### config.mk
export PLATFORM = sky130hd
export DESIGN_NAME = floor_ceiling_texel_generator_unit
export DESIGN_NICKNAME = d
export VERILOG_FILES = /design/src/rtl/fcg_pkg.sv /design/src/rtl/fcg_div.sv /design/src/rtl/fcg_dp.sv /design/src/rtl/fcg_ctrl.sv /design/src/rtl/floor_ceiling_texel_generator_unit.sv
export SDC_FILE = /design/constraint.sdc
export NUM_CORES = 2
export LEC_CHECK = 0
export BUFFER_PORTS_ARGS = -buffer_cell sky130_fd_sc_hd__buf_2
export CAP_MARGIN = 15
export CORE_ASPECT_RATIO = 1.25
export CORE_MARGIN = 8
export CORE_UTILIZATION = 30
export CTS_CLUSTER_SIZE = 14
export DETAILED_ROUTE_END_ITERATION = 10
export PLACE_DENSITY_LB_ADDON = 0.2
export SKIP_CTS_REPAIR_TIMING = 1
export SLEW_MARGIN = 10
export SYNTH_ARGS = -nofsm -noshare
export SYNTH_HDL_FRONTEND = slang
export SYNTH_SLANG_ARGS = --single-unit
### constraint.sdc
create_clock -name clk -period 8.15 [get_ports clk]
set_input_delay 1.2225 -clock clk [delete_from_list [all_inputs] [get_ports clk]]
set_output_delay 1.2225 -clock clk [all_outputs]
set_load 0.01 [all_outputs]
### src/rtl/fcg_pkg.sv
// Package for the floor/ceiling texel generator: widths, register indexes,
// controller states, command/status structs and the texel function.
// No dependencies.
`default_nettype none

package fcg_pkg;

    localparam int TEX_SIZE   = 64;
    localparam int MAX_DIM    = 4096;
    localparam int TEX_LIMIT  = 50;

    localparam int DIM_W      = $clog2(MAX_DIM);
    localparam int CFG_IDX_W  = 4;
    localparam int CFG_DATA_W = 32;
    localparam int FIX_W      = 32;
    localparam int DIR_W      = 16;
    localparam int ADDR_W     = 24;
    localparam int TEX_W      = 6;
    localparam int FRAC_W     = 16;
    localparam int TEX_MUL_W  = FRAC_W + 9;
    localparam int TEX_IDX_W  = TEX_MUL_W - FRAC_W;

    localparam int DVD_W      = 32;
    localparam int DVS_W      = DIM_W + 1;
    localparam int DIV_CNT_W  = $clog2(DVD_W + 1);

    localparam int MUL_A_W    = FIX_W + 1;
    localparam int MUL_B_W    = DIR_W + 2;
    localparam int PROD_W     = MUL_A_W + MUL_B_W;
    localparam int Q14_SHIFT  = 14;

    typedef enum logic [CFG_IDX_W-1:0] {
        REG_PLAYER_X       = 4'd0,
        REG_PLAYER_Y       = 4'd1,
        REG_VIEW_DIR_X     = 4'd2,
        REG_VIEW_DIR_Y     = 4'd3,
        REG_CAMERA_PLANE_X = 4'd4,
        REG_CAMERA_PLANE_Y = 4'd5,
        REG_SCREEN_WIDTH   = 4'd6,
        REG_SCREEN_HEIGHT  = 4'd7
    } reg_index_t;

    typedef enum logic [3:0] {
        S_IDLE,
        S_CHECK,
        S_RD_WAIT,
        S_MUL_FX,
        S_MUL_FY,
        S_MUL_SX,
        S_DIV_SX,
        S_SX_WAIT,
        S_SY_WAIT,
        S_TEX,
        S_ADDR_F,
        S_ADDR_C,
        S_FINISH
    } state_t;

    typedef enum logic [2:0] {
        MUL_FX,
        MUL_FY,
        MUL_SX,
        MUL_SY,
        MUL_AF,
        MUL_AC
    } mul_sel_t;

    typedef enum logic {
        DIV_ROW,
        DIV_STEP
    } div_src_t;

    typedef struct packed {
        logic     capture;
        logic     res_clear;
        logic     div_load;
        div_src_t div_src;
        logic     mul_en;
        mul_sel_t mul_sel;
        logic     rd_load;
        logic     pos_x_load;
        logic     pos_y_load;
        logic     step_x_load;
        logic     step_y_load;
        logic     tex_load;
        logic     floor_load;
        logic     ceil_load;
        logic     out_load;
    } cmd_t;

    typedef struct packed {
        logic below_horizon;
        logic col_zero;
        logic div_idle;
        logic out_free;
    } status_t;

    // texel index from the fraction of a Q16.16 position; 0 if negative or above 50
    function automatic logic [TEX_W-1:0] texel(input logic [FIX_W-1:0] pos);
        logic [TEX_MUL_W-1:0] scaled;
        logic [TEX_IDX_W-1:0] t;
        scaled = TEX_MUL_W'(pos[FRAC_W-1:0]) * TEX_MUL_W'(TEX_SIZE);
        t      = scaled[TEX_MUL_W-1:FRAC_W];
        if (pos[FIX_W-1] || (t > TEX_IDX_W'(TEX_LIMIT)))
            return '0;
        return t[TEX_W-1:0];
    endfunction

endpackage

`default_nettype wire

### src/rtl/fcg_div.sv
// Restoring unsigned divider, one quotient bit per cycle.
// Depends on fcg_pkg.
`default_nettype none

module fcg_div (
    input  wire logic                        clk,
    input  wire logic                        rst_n,
    input  wire logic                        load,
    input  wire logic [fcg_pkg::DVD_W-1:0]   dividend,
    input  wire logic [fcg_pkg::DVS_W-1:0]   divisor,
    output logic                             idle,
    output logic [fcg_pkg::DVD_W-1:0]        quotient
);

    logic [fcg_pkg::DVD_W-1:0]     quo_reg;
    logic [fcg_pkg::DVD_W-1:0]     quo_next;
    logic [fcg_pkg::DVS_W-1:0]     rem_reg;
    logic [fcg_pkg::DVS_W-1:0]     rem_next;
    logic [fcg_pkg::DVS_W-1:0]     dvs_reg;
    logic [fcg_pkg::DVS_W-1:0]     dvs_next;
    logic [fcg_pkg::DIV_CNT_W-1:0] cnt_reg;
    logic [fcg_pkg::DIV_CNT_W-1:0] cnt_next;
    logic [fcg_pkg::DVS_W:0]       shifted;
    logic                          ge;
    logic [fcg_pkg::DVS_W:0]       rem_step;

    always_comb
    begin
        shifted  = {rem_reg, quo_reg[fcg_pkg::DVD_W-1]};
        ge       = shifted >= {1'b0, dvs_reg};
        rem_step = ge ? (shifted - {1'b0, dvs_reg}) : shifted;
        quo_next = quo_reg;
        rem_next = rem_reg;
        dvs_next = dvs_reg;
        cnt_next = cnt_reg;
        if (load)
        begin
            quo_next = dividend;
            rem_next = '0;
            dvs_next = divisor;
            cnt_next = fcg_pkg::DIV_CNT_W'(fcg_pkg::DVD_W);
        end
        else if (cnt_reg != '0)
        begin
            quo_next = {quo_reg[fcg_pkg::DVD_W-2:0], ge};
            rem_next = rem_step[fcg_pkg::DVS_W-1:0];
            cnt_next = cnt_reg - 1'b1;
        end
    end

    always_ff @(posedge clk or negedge rst_n)
    begin
        if (!rst_n)
            cnt_reg <= '0;
        else
            cnt_reg <= cnt_next;
    end

    always_ff @(posedge clk)
    begin
        quo_reg <= quo_next;
        rem_reg <= rem_next;
        dvs_reg <= dvs_next;
    end

    assign idle     = (cnt_reg == '0);
    assign quotient = quo_reg;

endmodule

`default_nettype wire

### src/rtl/fcg_dp.sv
// Datapath: config registers, row state, shared multiplier, divider,
// result and output registers. Depends on fcg_pkg and fcg_div.
`default_nettype none

module fcg_dp (
    input  wire logic                              clk,
    input  wire logic                              rst_n,
    input  wire logic                              cfg_valid,
    input  wire logic [fcg_pkg::CFG_IDX_W-1:0]     cfg_index,
    input  wire logic [fcg_pkg::CFG_DATA_W-1:0]    cfg_data,
    input  wire logic [fcg_pkg::DIM_W-1:0]         row,
    input  wire logic [fcg_pkg::DIM_W-1:0]         column,
    input  wire fcg_pkg::cmd_t                     cmd,
    output fcg_pkg::status_t                       status,
    input  wire logic                              out_stall,
    output logic                                   out_valid,
    output logic [fcg_pkg::TEX_W-1:0]              tex_x,
    output logic [fcg_pkg::TEX_W-1:0]              tex_y,
    output logic [fcg_pkg::ADDR_W-1:0]             floor_pixel,
    output logic [fcg_pkg::ADDR_W-1:0]             ceiling_pixel,
    output logic                                   drawn
);

    // config
    logic [fcg_pkg::FIX_W-1:0] px_reg, py_reg;
    logic [fcg_pkg::DIR_W-1:0] dx_reg, dy_reg, cx_reg, cy_reg;
    logic [fcg_pkg::DIM_W-1:0] w_reg, h_reg;

    // row state
    logic [fcg_pkg::FIX_W-1:0] rd_reg, rd_next;
    logic [fcg_pkg::FIX_W-1:0] pos_x_reg, pos_x_next;
    logic [fcg_pkg::FIX_W-1:0] pos_y_reg, pos_y_next;
    logic [fcg_pkg::FIX_W-1:0] step_x_reg, step_x_next;
    logic [fcg_pkg::FIX_W-1:0] step_y_reg, step_y_next;

    // captured item and working values
    logic [fcg_pkg::DIM_W-1:0]        row_reg, col_reg;
    logic signed [fcg_pkg::PROD_W-1:0] prod_reg;
    logic                              step_neg_reg;

    // results
    logic [fcg_pkg::TEX_W-1:0]  res_tx_reg, res_ty_reg;
    logic [fcg_pkg::ADDR_W-1:0] res_floor_reg, res_ceil_reg;
    logic                       res_drawn_reg;

    // output register
    logic                       out_valid_reg, out_valid_next;
    logic [fcg_pkg::TEX_W-1:0]  out_tx_reg, out_ty_reg;
    logic [fcg_pkg::ADDR_W-1:0] out_floor_reg, out_ceil_reg;
    logic                       out_drawn_reg;

    logic [fcg_pkg::DIM_W-2:0]         half_h;
    logic [fcg_pkg::DIM_W-1:0]         p;
    logic signed [fcg_pkg::MUL_A_W-1:0] mul_a;
    logic signed [fcg_pkg::MUL_B_W-1:0] mul_b;
    logic signed [fcg_pkg::MUL_B_W-1:0] two_cx, two_cy;
    logic signed [fcg_pkg::PROD_W-1:0]  prod_bias;
    logic signed [fcg_pkg::PROD_W-1:0]  prod_q14;
    logic [fcg_pkg::PROD_W-1:0]         prod_mag;
    logic [fcg_pkg::ADDR_W-1:0]         h_row_1;
    logic [fcg_pkg::ADDR_W-1:0]         base;
    logic [fcg_pkg::DVD_W-1:0]          div_dividend;
    logic [fcg_pkg::DVS_W-1:0]          div_divisor;
    logic                               div_idle;
    logic [fcg_pkg::DVD_W-1:0]          div_quotient;
    logic [fcg_pkg::FIX_W-1:0]          step_val;

    always_ff @(posedge clk or negedge rst_n)
    begin
        if (!rst_n)
        begin
            px_reg <= '0;
            py_reg <= '0;
            dx_reg <= 16'sd16384;
            dy_reg <= '0;
            cx_reg <= '0;
            cy_reg <= 16'd10813;
            w_reg  <= 12'd640;
            h_reg  <= 12'd480;
        end
        else if (cfg_valid)
        begin
            case (cfg_index)
                fcg_pkg::REG_PLAYER_X:       px_reg <= cfg_data;
                fcg_pkg::REG_PLAYER_Y:       py_reg <= cfg_data;
                fcg_pkg::REG_VIEW_DIR_X:     dx_reg <= cfg_data[fcg_pkg::DIR_W-1:0];
                fcg_pkg::REG_VIEW_DIR_Y:     dy_reg <= cfg_data[fcg_pkg::DIR_W-1:0];
                fcg_pkg::REG_CAMERA_PLANE_X: cx_reg <= cfg_data[fcg_pkg::DIR_W-1:0];
                fcg_pkg::REG_CAMERA_PLANE_Y: cy_reg <= cfg_data[fcg_pkg::DIR_W-1:0];
                fcg_pkg::REG_SCREEN_WIDTH:   w_reg  <= cfg_data[fcg_pkg::DIM_W-1:0];
                fcg_pkg::REG_SCREEN_HEIGHT:  h_reg  <= cfg_data[fcg_pkg::DIM_W-1:0];
                default: ;
            endcase
        end
    end

    always_comb
    begin
        half_h  = h_reg[fcg_pkg::DIM_W-1:1];
        p       = row_reg - {1'b0, half_h};
        h_row_1 = fcg_pkg::ADDR_W'(h_reg) - fcg_pkg::ADDR_W'(row_reg) - 1'b1;
        base    = fcg_pkg::ADDR_W'(w_reg) - fcg_pkg::ADDR_W'(col_reg) - 1'b1;

        two_cx  = {cx_reg[fcg_pkg::DIR_W-1], cx_reg, 1'b0};
        two_cy  = {cy_reg[fcg_pkg::DIR_W-1], cy_reg, 1'b0};

        unique case (cmd.mul_sel)
            fcg_pkg::MUL_FX:
            begin
                mul_a = {1'b0, rd_reg};
                mul_b = {{2{dx_reg[fcg_pkg::DIR_W-1]}}, dx_reg}
                      + {{2{cx_reg[fcg_pkg::DIR_W-1]}}, cx_reg};
            end
            fcg_pkg::MUL_FY:
            begin
                mul_a = {1'b0, rd_reg};
                mul_b = {{2{dy_reg[fcg_pkg::DIR_W-1]}}, dy_reg}
                      + {{2{cy_reg[fcg_pkg::DIR_W-1]}}, cy_reg};
            end
            fcg_pkg::MUL_SX:
            begin
                mul_a = {1'b0, rd_reg};
                mul_b = -two_cx;
            end
            fcg_pkg::MUL_SY:
            begin
                mul_a = {1'b0, rd_reg};
                mul_b = -two_cy;
            end
            fcg_pkg::MUL_AF:
            begin
                mul_a = fcg_pkg::MUL_A_W'(row_reg);
                mul_b = fcg_pkg::MUL_B_W'(w_reg);
            end
            fcg_pkg::MUL_AC:
            begin
                mul_a = fcg_pkg::MUL_A_W'(h_row_1);
                mul_b = fcg_pkg::MUL_B_W'(w_reg);
            end
            default:
            begin
                mul_a = '0;
                mul_b = '0;
            end
        endcase

        // truncate toward zero on the divide by 2^14
        prod_bias = prod_reg + (prod_reg[fcg_pkg::PROD_W-1]
                  ? fcg_pkg::PROD_W'((1 << fcg_pkg::Q14_SHIFT) - 1) : '0);
        prod_q14  = prod_bias >>> fcg_pkg::Q14_SHIFT;
        prod_mag  = prod_reg[fcg_pkg::PROD_W-1] ? -prod_reg : prod_reg;

        if (cmd.div_src == fcg_pkg::DIV_ROW)
        begin
            div_dividend = {4'b0, h_reg, 16'b0};
            div_divisor  = {p, 1'b0};
        end
        else
        begin
            div_dividend = prod_mag[fcg_pkg::Q14_SHIFT +: fcg_pkg::DVD_W];
            div_divisor  = (w_reg == '0) ? fcg_pkg::DVS_W'(1) : {1'b0, w_reg};
        end

        step_val = step_neg_reg ? -div_quotient : div_quotient;

        rd_next     = cmd.rd_load ? div_quotient : rd_reg;
        step_x_next = cmd.step_x_load ? step_val : step_x_reg;
        step_y_next = cmd.step_y_load ? step_val : step_y_reg;

        priority if (cmd.pos_x_load)
            pos_x_next = px_reg + prod_q14[fcg_pkg::FIX_W-1:0];
        else if (cmd.tex_load)
            pos_x_next = pos_x_reg + step_x_reg;
        else
            pos_x_next = pos_x_reg;

        priority if (cmd.pos_y_load)
            pos_y_next = py_reg + prod_q14[fcg_pkg::FIX_W-1:0];
        else if (cmd.tex_load)
            pos_y_next = pos_y_reg + step_y_reg;
        else
            pos_y_next = pos_y_reg;

        out_valid_next = cmd.out_load ? 1'b1 : (out_valid_reg && out_stall);
    end

    fcg_div u_div (
        .clk      (clk),
        .rst_n    (rst_n),
        .load     (cmd.div_load),
        .dividend (div_dividend),
        .divisor  (div_divisor),
        .idle     (div_idle),
        .quotient (div_quotient)
    );

    always_ff @(posedge clk or negedge rst_n)
    begin
        if (!rst_n)
        begin
            rd_reg        <= '0;
            pos_x_reg     <= '0;
            pos_y_reg     <= '0;
            step_x_reg    <= '0;
            step_y_reg    <= '0;
            out_valid_reg <= 1'b0;
        end
        else
        begin
            rd_reg        <= rd_next;
            pos_x_reg     <= pos_x_next;
            pos_y_reg     <= pos_y_next;
            step_x_reg    <= step_x_next;
            step_y_reg    <= step_y_next;
            out_valid_reg <= out_valid_next;
        end
    end

    always_ff @(posedge clk)
    begin
        if (cmd.capture)
        begin
            row_reg <= row;
            col_reg <= column;
        end
        if (cmd.mul_en)
            prod_reg <= mul_a * mul_b;
        if (cmd.div_load)
            step_neg_reg <= prod_reg[fcg_pkg::PROD_W-1];
        if (cmd.res_clear)
        begin
            res_tx_reg    <= '0;
            res_ty_reg    <= '0;
            res_floor_reg <= '0;
            res_ceil_reg  <= '0;
            res_drawn_reg <= 1'b0;
        end
        if (cmd.tex_load)
        begin
            res_tx_reg    <= fcg_pkg::texel(pos_x_reg);
            res_ty_reg    <= fcg_pkg::texel(pos_y_reg);
            res_drawn_reg <= 1'b1;
        end
        if (cmd.floor_load)
            res_floor_reg <= prod_reg[fcg_pkg::ADDR_W-1:0] + base;
        if (cmd.ceil_load)
            res_ceil_reg <= prod_reg[fcg_pkg::ADDR_W-1:0] + base;
        if (cmd.out_load)
        begin
            out_tx_reg    <= res_tx_reg;
            out_ty_reg    <= res_ty_reg;
            out_floor_reg <= res_floor_reg;
            out_ceil_reg  <= res_ceil_reg;
            out_drawn_reg <= res_drawn_reg;
        end
    end

    always_comb
    begin
        status.below_horizon = row_reg > {1'b0, half_h};
        status.col_zero      = (col_reg == '0);
        status.div_idle      = div_idle;
        status.out_free      = !out_valid_reg || !out_stall;
    end

    assign out_valid     = out_valid_reg;
    assign tex_x         = out_tx_reg;
    assign tex_y         = out_ty_reg;
    assign floor_pixel   = out_floor_reg;
    assign ceiling_pixel = out_ceil_reg;
    assign drawn         = out_drawn_reg;

endmodule

`default_nettype wire

### src/rtl/fcg_ctrl.sv
// Controller state machine: sequences row set-up, texel and address steps.
// Depends on fcg_pkg.
`default_nettype none

module fcg_ctrl (
    input  wire logic              clk,
    input  wire logic              rst_n,
    input  wire logic              in_valid,
    output logic                   in_stall,
    input  wire fcg_pkg::status_t  status,
    output fcg_pkg::cmd_t          cmd
);

    fcg_pkg::state_t state_reg;
    fcg_pkg::state_t state_next;

    always_ff @(posedge clk or negedge rst_n)
    begin
        if (!rst_n)
            state_reg <= fcg_pkg::S_IDLE;
        else
            state_reg <= state_next;
    end

    always_comb
    begin
        state_next = state_reg;
        unique case (state_reg)
            fcg_pkg::S_IDLE:
                if (in_valid)
                    state_next = fcg_pkg::S_CHECK;
            fcg_pkg::S_CHECK:
                priority if (!status.below_horizon)
                    state_next = fcg_pkg::S_FINISH;
                else if (status.col_zero)
                    state_next = fcg_pkg::S_RD_WAIT;
                else
                    state_next = fcg_pkg::S_TEX;
            fcg_pkg::S_RD_WAIT:
                if (status.div_idle)
                    state_next = fcg_pkg::S_MUL_FX;
            fcg_pkg::S_MUL_FX:  state_next = fcg_pkg::S_MUL_FY;
            fcg_pkg::S_MUL_FY:  state_next = fcg_pkg::S_MUL_SX;
            fcg_pkg::S_MUL_SX:  state_next = fcg_pkg::S_DIV_SX;
            fcg_pkg::S_DIV_SX:  state_next = fcg_pkg::S_SX_WAIT;
            fcg_pkg::S_SX_WAIT:
                if (status.div_idle)
                    state_next = fcg_pkg::S_SY_WAIT;
            fcg_pkg::S_SY_WAIT:
                if (status.div_idle)
                    state_next = fcg_pkg::S_TEX;
            fcg_pkg::S_TEX:     state_next = fcg_pkg::S_ADDR_F;
            fcg_pkg::S_ADDR_F:  state_next = fcg_pkg::S_ADDR_C;
            fcg_pkg::S_ADDR_C:  state_next = fcg_pkg::S_FINISH;
            fcg_pkg::S_FINISH:
                if (status.out_free)
                    state_next = fcg_pkg::S_IDLE;
            default:            state_next = fcg_pkg::S_IDLE;
        endcase
    end

    always_comb
    begin
        cmd      = '0;
        in_stall = 1'b1;
        unique case (state_reg)
            fcg_pkg::S_IDLE:
            begin
                in_stall    = 1'b0;
                cmd.capture = in_valid;
            end
            fcg_pkg::S_CHECK:
            begin
                priority if (!status.below_horizon)
                    cmd.res_clear = 1'b1;
                else if (status.col_zero)
                begin
                    cmd.div_load = 1'b1;
                    cmd.div_src  = fcg_pkg::DIV_ROW;
                end
                else
                    cmd.res_clear = 1'b0;
            end
            fcg_pkg::S_RD_WAIT:
                cmd.rd_load = status.div_idle;
            fcg_pkg::S_MUL_FX:
            begin
                cmd.mul_en  = 1'b1;
                cmd.mul_sel = fcg_pkg::MUL_FX;
            end
            fcg_pkg::S_MUL_FY:
            begin
                cmd.mul_en     = 1'b1;
                cmd.mul_sel    = fcg_pkg::MUL_FY;
                cmd.pos_x_load = 1'b1;
            end
            fcg_pkg::S_MUL_SX:
            begin
                cmd.mul_en     = 1'b1;
                cmd.mul_sel    = fcg_pkg::MUL_SX;
                cmd.pos_y_load = 1'b1;
            end
            fcg_pkg::S_DIV_SX:
            begin
                cmd.div_load = 1'b1;
                cmd.div_src  = fcg_pkg::DIV_STEP;
                cmd.mul_en   = 1'b1;
                cmd.mul_sel  = fcg_pkg::MUL_SY;
            end
            fcg_pkg::S_SX_WAIT:
            begin
                cmd.div_src     = fcg_pkg::DIV_STEP;
                cmd.step_x_load = status.div_idle;
                cmd.div_load    = status.div_idle;
            end
            fcg_pkg::S_SY_WAIT:
                cmd.step_y_load = status.div_idle;
            fcg_pkg::S_TEX:
            begin
                cmd.tex_load = 1'b1;
                cmd.mul_en   = 1'b1;
                cmd.mul_sel  = fcg_pkg::MUL_AF;
            end
            fcg_pkg::S_ADDR_F:
            begin
                cmd.floor_load = 1'b1;
                cmd.mul_en     = 1'b1;
                cmd.mul_sel    = fcg_pkg::MUL_AC;
            end
            fcg_pkg::S_ADDR_C:
                cmd.ceil_load = 1'b1;
            fcg_pkg::S_FINISH:
                cmd.out_load = status.out_free;
            default: ;
        endcase
    end

`ifndef SYNTHESIS
    a_out_load_free: assert property (@(posedge clk) disable iff (!rst_n)
        cmd.out_load |-> status.out_free)
        else $error("output register loaded while occupied");

    a_div_load_idle: assert property (@(posedge clk) disable iff (!rst_n)
        cmd.div_load |-> status.div_idle)
        else $error("divider restarted while busy");

    a_step_after_div: assert property (@(posedge clk) disable iff (!rst_n)
        (cmd.step_x_load || cmd.step_y_load || cmd.rd_load) |-> status.div_idle)
        else $error("quotient taken before divide finished");

    a_accept_check: assert property (@(posedge clk) disable iff (!rst_n)
        (in_valid && !in_stall) |=> (state_reg == fcg_pkg::S_CHECK))
        else $error("accepted transaction not processed");
`endif

endmodule

`default_nettype wire

### src/rtl/floor_ceiling_texel_generator_unit.sv
// Top level of the floor/ceiling texel generator.
// Depends on fcg_pkg, fcg_ctrl, fcg_dp (and fcg_div inside fcg_dp).
//
//   channel  dir  handshake              payload
//   in       in   in_valid / in_stall    row, column
//   out      out  out_valid / out_stall  tex_x, tex_y, floor_pixel, ceiling_pixel, drawn
//   cfg      in   cfg_valid / cfg_ready  cfg_index, cfg_data
//
// One pixel at a time, taken only in the idle state. A pixel not starting a row
// steps through the check, texel, floor address, ceiling address and final states;
// at or above the horizon the check clears the result and skips to the final state.
// Column 0 adds the row set-up: three passes of the shared bit-serial divider.
// Output register holds a result under out_stall while the next pixel is taken;
// the final state then waits for as long as out_stall keeps the register full.
// Reset restores the register defaults and clears the row state; cfg_ready is always 1.
`default_nettype none

module floor_ceiling_texel_generator_unit (
    input  wire logic                              clk,
    input  wire logic                              rst_n,
    input  wire logic                              in_valid,
    output logic                                   in_stall,
    input  wire logic [fcg_pkg::DIM_W-1:0]         row,
    input  wire logic [fcg_pkg::DIM_W-1:0]         column,
    output logic                                   out_valid,
    input  wire logic                              out_stall,
    output logic [fcg_pkg::TEX_W-1:0]              tex_x,
    output logic [fcg_pkg::TEX_W-1:0]              tex_y,
    output logic [fcg_pkg::ADDR_W-1:0]             floor_pixel,
    output logic [fcg_pkg::ADDR_W-1:0]             ceiling_pixel,
    output logic                                   drawn,
    input  wire logic                              cfg_valid,
    output logic                                   cfg_ready,
    input  wire logic [fcg_pkg::CFG_IDX_W-1:0]     cfg_index,
    input  wire logic [fcg_pkg::CFG_DATA_W-1:0]    cfg_data
);

    fcg_pkg::cmd_t    cmd;
    fcg_pkg::status_t status;

    assign cfg_ready = 1'b1;

    fcg_ctrl u_ctrl (
        .clk      (clk),
        .rst_n    (rst_n),
        .in_valid (in_valid),
        .in_stall (in_stall),
        .status   (status),
        .cmd      (cmd)
    );

    fcg_dp u_dp (
        .clk           (clk),
        .rst_n         (rst_n),
        .cfg_valid     (cfg_valid),
        .cfg_index     (cfg_index),
        .cfg_data      (cfg_data),
        .row           (row),
        .column        (column),
        .cmd           (cmd),
        .status        (status),
        .out_stall     (out_stall),
        .out_valid     (out_valid),
        .tex_x         (tex_x),
        .tex_y         (tex_y),
        .floor_pixel   (floor_pixel),
        .ceiling_pixel (ceiling_pixel),
        .drawn         (drawn)
    );

endmodule

`default_nettype wire
# == Yosys cells after proc, flatten, opt, wreduce, memory -nomap -nowiden ==
# Index checks and enable logic that the tools add are counted.
# word_totals
inputBits,65
elab_cells,174
output_inout_bits,64
register_bits,579
# classes
order_cmp,4
mux,57
n_reduce_logical,30
n_eq_ne,29
mul,1
addsub,19
# op_table
cell,count
32-bit 2-to-1 mux,8
32-bit adder,4
32-bit one-hot mux with 3 select lines,1
18-bit one-hot mux with 5 select lines,1
24-bit 2-to-1 mux,3
6-bit 2-to-1 mux,9
4-bit one-hot mux with 13 select lines,1
33-bit by 18-bit multiplier with 51-bit output,1
"24-bit by 1-bit subtractor with 24-bit output, second input constant",2
46-bit adder,1
46-bit 2-to-1 mux,1
46-bit negation,1
17-bit negation with 18-bit output,2
16-bit by 16-bit adder with 17-bit output,2
"4-bit by 3-bit equality test with 1-bit output, second input constant",8
32-bit negation,1
4-bit 2-to-1 mux,7
13-bit 2-to-1 mux,2
12-bit by 12-bit subtractor with 13-bit output,2
24-bit adder,1
12-bit logical NOT,2
4-bit one-hot mux with 6 select lines,1
"4-bit equality test, second input constant",5
1-bit 2-to-1 mux,18
other kinds (29),56

# == Logic depth before layout (Yosys ltp) ==
# logic_depth
ltp_word,6
ltp_mapped,40
depth_no_buf,38

# == Modules after synthesis ==
# From an unflattened synthesis, not the netlist that was laid out.
# hier_totals
cells_unflattened,5806
area_unflattened_um2,54855.1
# modules_own_cells
mod,n_inst,area_per_inst_um2,cells_per_inst
fcg_dp,1,50866.3,5440
fcg_div,1,3485.8,295
fcg_ctrl,1,491.7,69
floor_ceiling_texel_generator_unit,1,11.3,2

# == Worst setup path after synthesis ==
# No wires, ideal clock.
# synth_path
kind,flip-flop to flip-flop
from,register u_dp.row_reg[0] in the netlist's numbering
to,register u_dp.prod_reg[50] in the netlist's numbering (data pin)
required_ns,7.888
path_slack_ns,-0.737
setup_time_ns,0.262
path_buffers,2
stages_incl_launch_ff,39
arrival_ns,8.626
path_cell_list,edfxtp_1 ha_1 fa_1 nor2b_1 o21ai_0 a21boi_1 o21ai_0 a21o_1 a211oi_2 nand3_1 or3b_2 o21ai_1 a21o_1 buf_2 nand2_1 fa_1 inv_1 fa_1 [3 not listed] inv_1 fa_1 inv_1 fa_1 inv_1 ha_1 clkbuf_1 a21o_1 nand3_1 a32oi_1 nand3b_1 a21oi_1 o21ai_0 a211oi_1 nor3_1 nand2_1 o31ai_1 xnor2_1
# synth_via
elab_chain_len,4
# synth_lines
element,line,rtl
start: declaration,fcg_dp.sv:37,"logic [fcg_pkg::DIM_W-1:0] row_reg, col_reg;"
start signal: assignment,fcg_dp.sv:223,row_reg <= row;
12-bit by 12-bit subtractor with 13-bit output,fcg_dp.sv:101,h_row_1 = fcg_pkg::ADDR_W'(h_reg) - fcg_pkg::ADDR_W'(row_reg) - 1'b1;
24-bit by 1-bit subtractor with 24-bit output,fcg_dp.sv:101,
32-bit one-hot mux with 3 select lines (*),fcg_dp.sv:107,unique case (cmd.mul_sel)
33-bit by 18-bit multiplier with 51-bit output (*),fcg_dp.sv:227,prod_reg <= mul_a * mul_b;
end signal: assignment,fcg_dp.sv:227,
end: declaration,fcg_dp.sv:38,logic signed [fcg_pkg::PROD_W-1:0] prod_reg;
# Every way passes the cells marked *; elsewhere a longest branch is shown, timed or not.
# A chain may end at the register's enable or synchronous reset.

# == Worst setup path after layout ==
# layout_path
from,register u_dp.row_reg[0] in the netlist's numbering
to,register u_dp.prod_reg[44] in the netlist's numbering (data pin)
# The elaborated chain is that of the path after synthesis.

==> results_tabular.tex <==
\begin{tabular}{lr}
\hline
Metric & Value \\
\hline
\multicolumn{2}{l}{\textbf{Critical path}} \\
\quad Worst-path maximum fanout & 9 \\
\quad Required time of the critical path & approximately 8500 ps \\
\quad Slowest CP cell & sky130\_fd\_sc\_hd\_\_fa\_1 \\
\quad Critical Path Max Stage Delay & 580 ps \\
\quad Kind of critical path & flop to flop \\
\quad Kind of start point of the critical path & flop \\
\quad Worst endpoint data arrival time & 9280 ps \\
\quad Worst Reg2Reg Path Length in Cells & 35 \\
\quad Kind of capture point of the worst setup path & flop \\
\multicolumn{2}{l}{\textbf{Die}} \\
\quad Die area & $\sim$190000 um\^{}2 \\
\quad X dimension of the die & around 400 um \\
\quad Vert. Die Dim & a little under 500 um \\
\quad Core Region & around 180000 um\^{}2 \\
\quad I/O pin count & $\sim$130 \\
\quad Count of standard-cell rows & 174 \\
\quad Initial Utilization & about 30\% \\
\multicolumn{2}{l}{\textbf{Logic synthesis}} \\
\quad Area of the mapped netlist & 54000 um\^{}2 \\
\quad Number of enable-type register cells in the synthesized netlist & roughly 240 \\
\quad Cell accounting for the most synthesized area & sky130\_fd\_sc\_hd\_\_fa\_1 \\
\quad Biggest area contributors in the synthesized netlist & sky130\_fd\_sc\_hd\_\_fa\_1, sky130\_fd\_sc\_hd\_\_dfrtp\_1, sky130\_fd\_sc\_hd\_\_edfxtp\_1 \\
\quad Average instance area after synthesis & around 9.4 um\^{}2 \\
\quad Count of unique library cells instantiated by Yosys & 91 \\
\quad Synth Flop Type & sky130\_fd\_sc\_hd\_\_dfrtp\_1 \\
\quad Fraction of post-synthesis cell area in the top cell type by area & a little under a fifth \\
\quad Share of synthesized registers carrying an async set or reset & a little under three fifths \\
\quad Register area share after synthesis & 28.8\% \\
\quad Synthesized instance count & around 5800 \\
\quad Syn nets & roughly 6700 \\
\quad Flop and latch count out of synthesis & around 580 \\
\quad Yosys warning count & 0 \\
\multicolumn{2}{l}{\textbf{Route}} \\
\quad Remaining DRCs & 0 \\
\quad First-pass iteration count of the detailed router & 5 \\
\quad Total number of vias & around 43000 \\
\quad Wire length reported by the detailed router & roughly 180000 um \\
\quad Via/cell ratio & roughly 5 \\
\quad Average detailed-routed wire length per instance & 20.9 um \\
\quad Drt first-iter violations & between 2000 and 2500 \\
\quad Post-route ant nets & 0 \\
\multicolumn{2}{l}{\textbf{Global route}} \\
\quad Total gr overflow & 0 \\
\quad Largest net degree at the start of global routing & between 100 and 150 \\
\quad Wire length of the first global-routing pass & between 200000 and 300000 um \\
\quad GRT Util Overall & roughly 19\% \\
\quad Number of global-route vias before repair & about 45000 \\
\quad Number of antenna violations at the first check in global routing & 14 \\
\multicolumn{2}{l}{\textbf{Run status}} \\
\quad Failing checks & negative setup slack \\
\quad Run status & complete, but fails checks \\
\multicolumn{2}{l}{\textbf{Placement}} \\
\quad RD Place Congestion & around 0.9 \\
\quad Half-perimeter wire length after detailed placement & 152000 um \\
\quad Inst Count DP & 8620 \\
\quad Number of input and output port buffers inserted & 127 \\
\multicolumn{2}{l}{\textbf{CTS}} \\
\quad CTS sink cnt & 575 \\
\quad Number of buffers created by CTS & between 60 and 70 \\
\quad Max clock buf depth & 3 \\
\quad Clock tree from TritonCTS & yes \\
\quad Number of H-tree levels & 3 \\
\quad Clock Root Buffer & sky130\_fd\_sc\_hd\_\_clkbuf\_16 \\
\quad Clock transition at the registers of the reported paths & 60 ps \\
\quad Worst skew pair latency & between 600 and 700 ps \\
\multicolumn{2}{l}{\textbf{Cells and area}} \\
\quad Share of final-layout standard cells stronger than drive strength 1 & between 20 and 25\% \\
\quad Most frequent standard cell in the layout excluding fill and tap cells & sky130\_fd\_sc\_hd\_\_inv\_1 \\
\quad Utilization after layout & between 30\% and 40\% \\
\quad Most used cells in the layout excluding fill and tap cells & sky130\_fd\_sc\_hd\_\_inv\_1, sky130\_fd\_sc\_hd\_\_nand2\_1, sky130\_fd\_sc\_hd\_\_buf\_4 \\
\quad Area grow syn2layout & 21.7\% \\
\quad Final net count & around 7300 \\
\quad Finished Layout Cells & approximately 8800 \\
\quad Flip-flop count of the largest register, all copies and words added & between 40 and 50 \\
\multicolumn{2}{l}{\textbf{Hold path}} \\
\quad Number of cells traversed by the worst hold path & 0 \\
\quad Worst min-delay path category & flop to flop \\
\multicolumn{2}{l}{\textbf{Timing}} \\
\quad Fin crit period & about 9000 ps \\
\quad RSZ-0062 raised after global routing & true \\
\quad Number of failing setup endpoints in the final timing report & 27 \\
\quad Fin. max-slew vios & 0 \\
\quad Period Utilization, post-route & 109\% \\
\quad Worst Max-Slew Pin Slew & approximately 1100 ps \\
\quad Worst clock skew on the final layout & 50.4 ps \\
\quad F\_max & approximately 0.11 GHz \\
\quad Number of hold violations in the final report & 0 \\
\quad Smallest setup slack after layout & -751 ps \\
\quad Worst-case headroom to the max-slew limit & approximately a quarter \\
\multicolumn{2}{l}{\textbf{Job}} \\
\quad Max-cap violation count & 0 \\
\hline
\end{tabular}
-- worst paths after layout --
path                                              from               endpoint  slack (ps)
max in group asynchronous                        rst_n        u_dp.rd_reg[30]        6260
worst max-delay path                   u_dp.row_reg[0]      u_dp.prod_reg[44]        -750
worst max register to register         u_dp.row_reg[0]      u_dp.prod_reg[44]        -750
min in group asynchronous                        rst_n  u_dp.u_div.cnt_reg[3]         670
worst min-delay path            u_dp.res_floor_reg[16]   u_dp.floor_pixel[16]         420
worst min register to register  u_dp.res_floor_reg[16]   u_dp.floor_pixel[16]         420
-- Yosys cell counts (all sizes together), types with 176 or more instances --
library cell and instances:
nor2 496, edfxtp 238, dfrtp 308, fa 491, nand2 613, mux2 176, clkbuf 184, inv 795
a21oi 275, xnor2 186, ha 426, o21ai 287
-- stage by stage --
stage	worst slack, ps	hold slack, ps	cell area, um^2	setup TNS [ps]
after floorplan	-140	400	54400	-445
after global placement	-1010	402	62300	-16420
after detailed placement	-1050	405	62300	-17930
after CTS	-1110	414	64700	-20150
after global routing	-1060	417	65600	-19030
final	-751	416	65700	-9880
-- final cells by class --
type	instances	area [um^2]
multi-input combinational	4170	35700
timing repair buffer	736	6070
fill	18100	114000
antenna	11	27.5
inverter	795	2980
sequential	575	15500
tap	2376	2970
clock inverter	42	493
clock buffer	82	1840
-- routing by layer --
metal / part of all wire (%) / GRT usage [%] / vias to the layer above
met5: 0.015 / 0 / -
met3: 3.4 / 1.98 / 244
met2: 50 / 32.8 / 819
met1: 43 / 23.7 / 21900
li1: - / - / 20500
met4: 3.2 / 5.74 / 4
-- critical path: cells and delay by family, from the launching register on --
kind	cells	cell delay, ps
flops	1	450
buf+inv	4	340
fa+ha+maj	9	3990
compound gates	15	2650
simple gates	6	1050
xor+xnor	1	70
-- kinds of logic (layout without fill, tap and decap cells) --
logic type,after synthesis,in the layout,share of synthesized area (%)
AO/OA/AOI/OAI,1056,1056,12.4
XOR/XNOR,336,336,5.45
adder cells (fa/ha/maj),917,917,28.1
buffers and inverters,1019,1655,7.13
flip-flops,575,575,28.8
multiplexers,198,198,4.08
other,1,12,0.00695
AND/OR/NAND/NOR,1662,1662,14.0
Power is left out: the tool's default activity adds up to more than one toggle a clock period on the data nets, which glitch-free logic cannot reach.
